`src/t8cpu_pkg.sv`:
```
// Package for the eight-bit soft core: payload structs, opcode groups and status codes.
// Depends on nothing; every module of the core imports it.
package t8cpu_pkg;

   typedef struct packed {
      logic [15:0] instr_word;
      logic [7:0]  port_in_data;
   } req_type;

   typedef struct packed {
      logic [7:0] next_pc;
      logic [7:0] port_id;
      logic [7:0] port_out_data;
      logic       write_strobe;
      logic       read_strobe;
      logic       zero_flag;
      logic       carry_flag;
      logic       irq_enable;
      logic [1:0] exec_status;
   } rsp_type;

   // Decoded operation class, produced by the front end.
   typedef enum logic [3:0] {
      OP_LOAD, OP_AND, OP_OR, OP_XOR, OP_ADD, OP_SUB, OP_IN, OP_OUT,
      OP_RET, OP_SHIFT, OP_RETI, OP_JUMP, OP_CALL, OP_INTR, OP_BAD
   } op_type;

   // Classified instruction passed from front end to back end.
   typedef struct packed {
      op_type     op;
      logic       use_reg_b;
      logic       with_carry;
      logic [2:0] rx;
      logic [2:0] ry;
      logic [7:0] kk;
      logic [7:0] pin;
   } dec_type;

   localparam logic [1:0] ST_OK      = 2'd0;
   localparam logic [1:0] ST_BAD_OP  = 2'd1;
   localparam logic [1:0] ST_NO_CALL = 2'd2;

   localparam logic [15:0] RETI_EN   = 16'hb000;
   localparam logic [15:0] RETI_DIS  = 16'hb001;
   localparam logic [15:0] INTR_EN   = 16'hf000;
   localparam logic [15:0] INTR_DIS  = 16'hf001;

   // Shift and rotate codes.
   localparam logic [7:0] SH_SLA = 8'h00;
   localparam logic [7:0] SH_SLX = 8'h02;
   localparam logic [7:0] SH_RL  = 8'h04;
   localparam logic [7:0] SH_SL0 = 8'h06;
   localparam logic [7:0] SH_SL1 = 8'h07;
   localparam logic [7:0] SH_SRA = 8'h08;
   localparam logic [7:0] SH_SRX = 8'h0a;
   localparam logic [7:0] SH_RR  = 8'h0c;
   localparam logic [7:0] SH_SR0 = 8'h0e;
   localparam logic [7:0] SH_SR1 = 8'h0f;

endpackage

```
`src/tiny_8bit_soft_cpu_core.sv`:
```
// Top level of the eight-bit soft core: front-end decoder and back-end executor.
// Depends on t8cpu_pkg, t8cpu_front and t8cpu_back.
//
// Usage: push an instruction word and the input port value while full is low.
// Each instruction gives exactly one result: next fetch address, port strobes,
// port address and data, flags and an execution status.
// The result reaches the rsp_ ports after the input transfer by way of two
// register stages (decode register, then execute into the output register).
// Throughput is one instruction per cycle when pop keeps up; the
// register file read, ALU and write-back form one loop in the back end,
// closed through the state registers, which sets that limit.
// When the receiver stalls, the output register and the one-entry decode queue
// fill, after which full rises; no item is lost.
// Synchronous reset clears registers, stack, PC, flags and call count and empties
// both queues; the block accepts items in the first cycle after reset.
module tiny_8bit_soft_cpu_core #(
   parameter int STACK_DEPTH = 4
) (
   input  logic               clock,
   input  logic               reset,
   input  logic               push,
   output logic               full,
   input  t8cpu_pkg::req_type req_data,
   output logic               empty,
   input  logic               pop,
   output t8cpu_pkg::rsp_type rsp_data
);
   import t8cpu_pkg::*;

   logic    dec_valid, dec_take;
   dec_type dec_data;

   t8cpu_front u_front (
      .clock, .reset, .push, .full, .req_data,
      .dec_valid, .dec_take, .dec_data
   );

   t8cpu_back #(.STACK_DEPTH(STACK_DEPTH)) u_back (
      .clock, .reset, .dec_valid, .dec_take, .dec_data,
      .empty, .pop, .rsp_data
   );
endmodule

```
`src/t8cpu_front.sv`:
```
// Front end: accepts instruction words, classifies them and holds one decoded entry.
// Depends on t8cpu_pkg.
module t8cpu_front (
   input  logic                clock,
   input  logic                reset,
   input  logic                push,
   output logic                full,
   input  t8cpu_pkg::req_type  req_data,
   output logic                dec_valid,
   input  logic                dec_take,
   output t8cpu_pkg::dec_type  dec_data
);
   import t8cpu_pkg::*;

   logic    valid_ff, valid_in;
   dec_type data_ff, data_in;
   dec_type cls;
   logic [4:0] grp;
   logic [15:0] w;

   // Classify the opcode group.
   always_comb begin
      w = req_data.instr_word;
      grp = w[15:11];
      cls.use_reg_b  = grp[3];
      cls.with_carry = grp[0];
      cls.rx  = w[10:8];
      cls.ry  = w[7:5];
      cls.kk  = w[7:0];
      cls.pin = req_data.port_in_data;
      unique case (grp)
         5'd0, 5'd8:                 cls.op = OP_LOAD;
         5'd1, 5'd9:                 cls.op = OP_AND;
         5'd2, 5'd10:                cls.op = OP_OR;
         5'd3, 5'd11:                cls.op = OP_XOR;
         5'd4, 5'd5, 5'd12, 5'd13:   cls.op = OP_ADD;
         5'd6, 5'd7, 5'd14, 5'd15:   cls.op = OP_SUB;
         5'd16, 5'd24:               cls.op = OP_IN;
         5'd17, 5'd25:               cls.op = OP_OUT;
         5'd18:                      cls.op = OP_RET;
         5'd20:                      cls.op = OP_SHIFT;
         5'd22: cls.op = (w == RETI_EN || w == RETI_DIS) ? OP_RETI : OP_BAD;
         5'd26:                      cls.op = OP_JUMP;
         5'd27:                      cls.op = OP_CALL;
         5'd30: cls.op = (w == INTR_EN || w == INTR_DIS) ? OP_INTR : OP_BAD;
         default:                    cls.op = OP_BAD;
      endcase
   end

   // One-entry queue toward the back end; refills in the cycle it drains.
   assign full = valid_ff && !dec_take;

   always_comb begin
      valid_in = valid_ff;
      data_in  = data_ff;
      if (dec_take) valid_in = 1'b0;
      if (push && !full) begin
         valid_in = 1'b1;
         data_in  = cls;
      end
   end

   always_ff @(posedge clock) begin
      if (reset) valid_ff <= 1'b0;
      else       valid_ff <= valid_in;
      data_ff <= data_in;
   end

   assign dec_valid = valid_ff;
   assign dec_data  = data_ff;
endmodule

```
`src/t8cpu_back.sv`:
```
// Back end: executes decoded instructions against the architectural state.
// Depends on t8cpu_pkg.
module t8cpu_back #(
   parameter int STACK_DEPTH = 4
) (
   input  logic                clock,
   input  logic                reset,
   input  logic                dec_valid,
   output logic                dec_take,
   input  t8cpu_pkg::dec_type  dec_data,
   output logic                empty,
   input  logic                pop,
   output t8cpu_pkg::rsp_type  rsp_data
);
   import t8cpu_pkg::*;

   localparam int SP_W = $clog2(STACK_DEPTH);
   localparam logic [SP_W-1:0] SP_LAST = SP_W'(STACK_DEPTH - 1);

   logic [7:0]      regs_ff [8];
   logic [7:0]      stack_ff [STACK_DEPTH];
   logic [7:0]      pc_ff;
   logic [SP_W-1:0] sp_ff;
   logic            z_ff, c_ff, ie_ff;
   logic [7:0]      calls_ff;
   logic            out_valid_ff;
   rsp_type         out_ff;

   logic [7:0]      a, b, res, pc1, pc_in, calls_in, pid, pout;
   logic [8:0]      sum;
   logic            z_in, c_in, ie_in, wr_reg, cond, wr, rd;
   logic [1:0]      st;
   logic            push_stk, pop_stk;
   logic [SP_W-1:0] sp_dec, sp_inc, sp_in;
   logic [7:0]      sh_v;

   // Output register: accept a new item whenever it is empty or the held result leaves.
   assign dec_take = dec_valid && (!out_valid_ff || pop);
   assign empty    = !out_valid_ff;
   assign rsp_data = out_ff;

   always_comb begin
      a      = regs_ff[dec_data.rx];
      b      = dec_data.use_reg_b ? regs_ff[dec_data.ry] : dec_data.kk;
      pc1    = pc_ff + 8'd1;
      // The call stack is circular over its depth, which need not be a power of two.
      sp_dec = (sp_ff == '0) ? SP_LAST : sp_ff - SP_W'(1);
      sp_inc = (sp_ff == SP_LAST) ? '0 : sp_ff + SP_W'(1);
      unique case (dec_data.rx)
         3'd4:    cond = z_ff;
         3'd5:    cond = !z_ff;
         3'd6:    cond = c_ff;
         3'd7:    cond = !c_ff;
         default: cond = 1'b1;
      endcase
      res = 8'd0; sum = 9'd0;
      z_in = z_ff; c_in = c_ff; ie_in = ie_ff; pc_in = pc1; calls_in = calls_ff;
      wr_reg = 1'b0; pid = 8'd0; pout = 8'd0; wr = 1'b0; rd = 1'b0; st = ST_OK;
      push_stk = 1'b0; pop_stk = 1'b0; sh_v = a;
      unique case (dec_data.op)
         OP_LOAD: begin res = b; wr_reg = 1'b1; end
         OP_AND: begin res = a & b; wr_reg = 1'b1; c_in = 1'b0; z_in = (res == 8'd0); end
         OP_OR:  begin res = a | b; wr_reg = 1'b1; c_in = 1'b0; z_in = (res == 8'd0); end
         OP_XOR: begin res = a ^ b; wr_reg = 1'b1; c_in = 1'b0; z_in = (res == 8'd0); end
         OP_ADD: begin
            sum = {1'b0, a} + {1'b0, b} + {8'd0, dec_data.with_carry & c_ff};
            res = sum[7:0]; c_in = sum[8]; wr_reg = 1'b1; z_in = (res == 8'd0);
         end
         OP_SUB: begin
            sum = {1'b0, a} - {1'b0, b} - {8'd0, dec_data.with_carry & c_ff};
            res = sum[7:0]; c_in = sum[8]; wr_reg = 1'b1; z_in = (res == 8'd0);
         end
         OP_IN: begin
            res = dec_data.pin; wr_reg = 1'b1; rd = 1'b1;
            pid = dec_data.use_reg_b ? regs_ff[dec_data.ry] : dec_data.kk;
         end
         OP_OUT: begin
            pid = dec_data.use_reg_b ? regs_ff[dec_data.ry] : dec_data.kk;
            pout = a; wr = 1'b1;
         end
         OP_RET: if (cond) begin
            pop_stk = 1'b1; pc_in = stack_ff[sp_dec];
            if (calls_ff == 8'd0) st = ST_NO_CALL;
            else calls_in = calls_ff - 8'd1;
         end
         OP_RETI: begin
            pop_stk = 1'b1; pc_in = stack_ff[sp_dec]; ie_in = !dec_data.kk[0];
         end
         OP_JUMP: if (cond) pc_in = dec_data.kk;
         OP_CALL: if (cond) begin
            push_stk = 1'b1; pc_in = dec_data.kk;
            if (calls_ff != 8'hff) calls_in = calls_ff + 8'd1;
         end
         OP_INTR: ie_in = !dec_data.kk[0];
         OP_SHIFT: begin
            wr_reg = 1'b1; c_in = dec_data.kk[3] ? sh_v[0] : sh_v[7];
            case (dec_data.kk)
               SH_SLA: res = {sh_v[6:0], c_ff};
               SH_SLX: res = {sh_v[6:0], sh_v[0]};
               SH_RL:  res = {sh_v[6:0], sh_v[7]};
               SH_SL0: res = {sh_v[6:0], 1'b0};
               SH_SL1: res = {sh_v[6:0], 1'b1};
               SH_SRA: res = {c_ff, sh_v[7:1]};
               SH_SRX: res = {sh_v[7], sh_v[7:1]};
               SH_RR:  res = {sh_v[0], sh_v[7:1]};
               SH_SR0: res = {1'b0, sh_v[7:1]};
               SH_SR1: res = {1'b1, sh_v[7:1]};
               default: begin
                  wr_reg = 1'b0; c_in = c_ff; st = ST_BAD_OP;
               end
            endcase
            if (wr_reg) z_in = (res == 8'd0);
         end
         default: st = ST_BAD_OP;
      endcase
      sp_in = push_stk ? sp_inc : (pop_stk ? sp_dec : sp_ff);
   end

   // State update and result capture on each executed instruction.
   always_ff @(posedge clock) begin
      if (reset) begin
         for (int i = 0; i < 8; i++) regs_ff[i] <= 8'd0;
         for (int i = 0; i < STACK_DEPTH; i++) stack_ff[i] <= 8'd0;
         pc_ff <= 8'd0; sp_ff <= '0; z_ff <= 1'b0; c_ff <= 1'b0;
         ie_ff <= 1'b0; calls_ff <= 8'd0; out_valid_ff <= 1'b0;
      end else begin
         if (pop && out_valid_ff) out_valid_ff <= 1'b0;
         if (dec_take) begin
            if (wr_reg) regs_ff[dec_data.rx] <= res;
            if (push_stk) stack_ff[sp_ff] <= pc1;
            pc_ff <= pc_in; sp_ff <= sp_in; z_ff <= z_in; c_ff <= c_in;
            ie_ff <= ie_in; calls_ff <= calls_in; out_valid_ff <= 1'b1;
         end
      end
      if (dec_take)
         out_ff <= '{next_pc: pc_in, port_id: pid, port_out_data: pout,
                     write_strobe: wr, read_strobe: rd, zero_flag: z_in,
                     carry_flag: c_in, irq_enable: ie_in, exec_status: st};
   end
endmodule

```
`config.mk`:
```
export PLATFORM = sky130hd
export DESIGN_NAME = tiny_8bit_soft_cpu_core
export DESIGN_NICKNAME = d
export VERILOG_FILES = /design/src/t8cpu_pkg.sv /design/src/tiny_8bit_soft_cpu_core.sv /design/src/t8cpu_front.sv /design/src/t8cpu_back.sv
export SDC_FILE = /design/constraint.sdc
export NUM_CORES = 1
export LEC_CHECK = 0
export ABC_AREA = 0
export BUFFER_PORTS_ARGS = -buffer_cell sky130_fd_sc_hd__buf_2
export CORE_ASPECT_RATIO = 1.4
export CORE_UTILIZATION = 45
export CTS_CLUSTER_SIZE = 12
export DETAILED_ROUTE_END_ITERATION = 10
export PLACE_DENSITY = 0.6
export SLEW_MARGIN = 20
export SYNTH_ARGS = -nofsm -noshare
export SYNTH_HDL_FRONTEND = slang
export SYNTH_SLANG_ARGS = --single-unit
```
`constraint.sdc`:
```
create_clock -name clock -period 5.1 [get_ports clock]
set_input_delay 0.51 -clock clock [delete_from_list [all_inputs] [get_ports clock]]
set_output_delay 0.51 -clock clock [all_outputs]
set_load 0.05 [all_outputs]
```
==> summary.md <==
| Metric | Value |
|---|---|
| Ys flop type | `edfxtp_1` |
| GRT Overall Usage | `27.8%` |
| Syn_area_per_cell | `10.8 um2` |
| Post-synth top cells | `nor2_1 (174), edfxtp_1 (152), nand2_1 (71)` |
| MaxCap Viol Count | `0` |
| Final ANT Viol Nets | `0` |
| Non-filler cells, final | `1,339` |
| Final worst path period need | `4490 ps` |
| Async set or reset register ratio after synthesis | `0%` |
| Max clock buf depth | `2` |
| Vias post-DR | `8,074` |
| Fillers | `2,128` |
| Iteration count of the initial detailed-routing pass | `5` |
| Fin. Hold Viols | `0` |
| Routed vias/inst | `approximately 6` |
| Number of synthesis warnings | `0` |
| Post-synthesis instance total | `slightly below 1,000` |
| Final period util | `88.0%` |
| Vias in the first global route | `8,176` |
| Post-CTS setup buffers | `0` |
| Final setup violation count | `0` |
| Clock-pin slew on the worst setup and hold paths | `70 ps` |
| Setup TNS Final | `0 ps` |
| Worst Path Max Fanout | `9` |
| Hold Path Class | `in -> reg` |
| DRC violations left | `0` |
| Slew @ Worst Pin | `1060 ps` |
| Nets | `1,095` |
| Final WS setup | `614 ps` |
| Post-synth top area share | `43.9%` |
| Die height | `182 um` |
| Routability cong. | `0.926` |
| Root buf cell | `clkbuf_16` |
| Setup CP Type | `reg -> reg` |
| Worst Min Path Start | `req_data[7]` |
| Layout cell share with drive strength beyond 1 | `between 10% and 20%` |
| Syn Nets | `approximately 1,000` |
| Post-Place Cells | `1,307` |
| Top-count cell post-synth | `nor2_1` |
| Antenna violations before repair | `0` |
| Pin count of the biggest net entering global routing | `39` |
| N_diodes | `0` |
| Die area | `approximately 24,000 um2` |
| Fin. max-slew vios | `0` |
| Pre-CTS WS | `614 ps` |
| Seq/Total Area, Yosys | `49.5%` |
| Unrepaired setup endpoints after global routing | `no` |
| CTS resizes | `0` |
| Finished Cell Area | `11,700 um2` |
| Mapped Area | `10,400 um2` |
| H-tree levels | `4` |
| Synth cell types | `between 70 and 80` |
| Routed wire length per instance | `between 20 and 25 um` |
| Post-DP HPWL | `~23 mm` |
| Req. time, crit path | `between 5000 and 6000 ps` |
| Overall routed net length | `30.9 mm` |
| Clock latency on the worst-skew pair | `between 400 and 500 ps` |
| Dpl cell area | `11,100 um2` |
| IO Count | `between 60 and 70` |
| Grt total ovfl | `0` |
| Fmax | `between 200 and 250 MHz` |
| Worst Setup Start Kind | `register` |
| Data arrival, critical path | `4670 ps` |
| Number of synthesized flops with an enable pin | `about 150` |
| CTS Buf Count | `17` |
| Initial core utilization | `45.9%` |
| CTS tree | `built` |
| Die W | `between 100 and 150 um` |
| # hold bufs at CTS | `0` |
| Hold_ws | `249 ps` |
| Row cnt | `65` |
| Area grow syn2layout | `13.0%` |
| VDD IR max | `0.000207 V` |
| IO buf count | `60` |
| Core footprint | `approximately 23,000 um2` |
| Setup skew after layout | `10.0 ps` |
| Leading area contributor after synthesis | `edfxtp_1` |
| Synth area leaders | `edfxtp_1 (44%), mux4_2 (6.9%), nor2_1 (6.3%)` |
| First-pass GRT wire length | `47.7 mm` |
| Power density over cell area | `350 nW/um2` |
| CTS Sinks | `181` |
| Post-synthesis register bit count | `181` |
| Critical Path End Type | `register` |
| Status | `complete, no violations` |
| Slew HR | `a little under 30%` |
| Pleak | `between 4 and 5 nW` |
| DR iter-0 viols | `780` |
==> final timing paths <==
path,endpoint,slack [ps],cells after the start
worst max-delay path,u_back.regs_ff[5][7]$_SDFFCE_PN0P_,610,14
worst min-delay path,u_front.dec_data[7]$_DFFE_PP_,250,1
worst max register to register,u_back.regs_ff[5][7]$_SDFFCE_PN0P_,610,14
worst min register to register,u_back.ie_ff$_SDFFE_PP0P_,490,2
==> through the flow <==
stage | util, % | total power [mW]
after global routing | 51.9 | 4.25
after CTS | 51.9 | 4.11
final | 51.9 | 4.11
after global placement | 49.1 | 2.69
after floorplan | - | 2.39
after detailed placement | 49.1 | 2.69
==> cell usage in the layout (no fill, tap or decap), types with 10 or more instances in the layout <==
| cell type | instances |
|---|---|
| nor2_1 | 174 |
| xnor2_1 | 15 |
| inv_2 | 15 |
| nor3_1 | 16 |
| nand3_1 | 22 |
| nor2b_1 | 15 |
| o211ai_1 | 21 |
| inv_1 | 25 |
| nor4_1 | 10 |
| nand2_1 | 71 |
| a21oi_1 | 37 |
| mux2i_1 | 42 |
| buf_4 | 31 |
| xor2_1 | 11 |
| o21ai_0 | 16 |
| ha_1 | 37 |
| dfxtp_1 | 29 |
| o21ai_1 | 16 |
| mux4_2 | 32 |
| edfxtp_1 | 152 |
| clkbuf_16 | 17 |
| nand2b_1 | 21 |
| buf_2 | 60 |
==> registers in the layout, summed over array words and instances, names as in the netlist, named ones only <==
| register | cells |
|---|---|
| u_back.pc_ff | 8 |
| u_back.out_valid_ff | 1 |
| u_back.stack_ff | 32 |
| u_back.rsp_data | 31 |
| u_back.regs_ff | 64 |
| u_back.ie_ff | 1 |
| u_front.dec_data | 25 |
| u_back.calls_ff | 8 |
| u_front.dec_valid | 1 |
| u_back.z_ff | 1 |
| u_back.sp_ff | 2 |
| u_back.c_ff | 1 |
==> cell type report <==
type                            instances  area [um2]  share of cell area, %
Inverter                               40         150                   1.28
Clock inverter                         11         171                   1.46
Timing Repair Buffer                   91         533                   4.54
Sequential cell                       181        5140                   43.8
Clock buffer                           21         460                   3.92
Multi-Input combinational cell        694        4900                   41.8
Tap cell                              301         377                   3.21
==> where the power goes <==
group	total [mW]	switching, mW	internal [mW]
Combinational	0.947	0.610	0.337
Clock	1.43	0.577	0.850
Sequential	1.73	0.0584	1.67
==> worst max-delay path: stages, from the launching register on <==
cell,delay (ps)
dfxtp_1,710
buf_4,300
mux4_2,510
mux2i_1,220
nand2_1,80
o21ai_1,440
ha_1,400
a21oi_1,290
o211ai_1,160
o22a_1,230
xnor2_1,270
o21ai_0,160
a211oi_2,210
buf_4,200
nor2_1,50
==> metal layers <==
metal / track usage [%] / wire (um) / vias up
li1: - / - / 3687
met1: 34.1 / 11800 / 3958
met2: 47.0 / 15800 / 343
met3: 4.01 / 1760 / 86
met4: 14.3 / 1500 / 0
met5: 0 / 0 / -
==> cells by family (layout without fill, tap and decap cells) <==
| group | after synthesis | count (layout) | synth area share (%) |
|---|---|---|---|
| XOR/XNOR | 26 | 26 | 2.19 |
| flip-flops | 181 | 181 | 49.5 |
| multiplexers | 80 | 80 | 11.7 |
| AO/OA/AOI/OAI | 168 | 168 | 11.0 |
| AND/OR/NAND/NOR | 378 | 378 | 16.8 |
| adder cells (fa/ha/maj) | 42 | 42 | 5.42 |
| buffers and inverters | 87 | 163 | 3.26 |
Note: power is estimated with default switching activity, not from simulation.
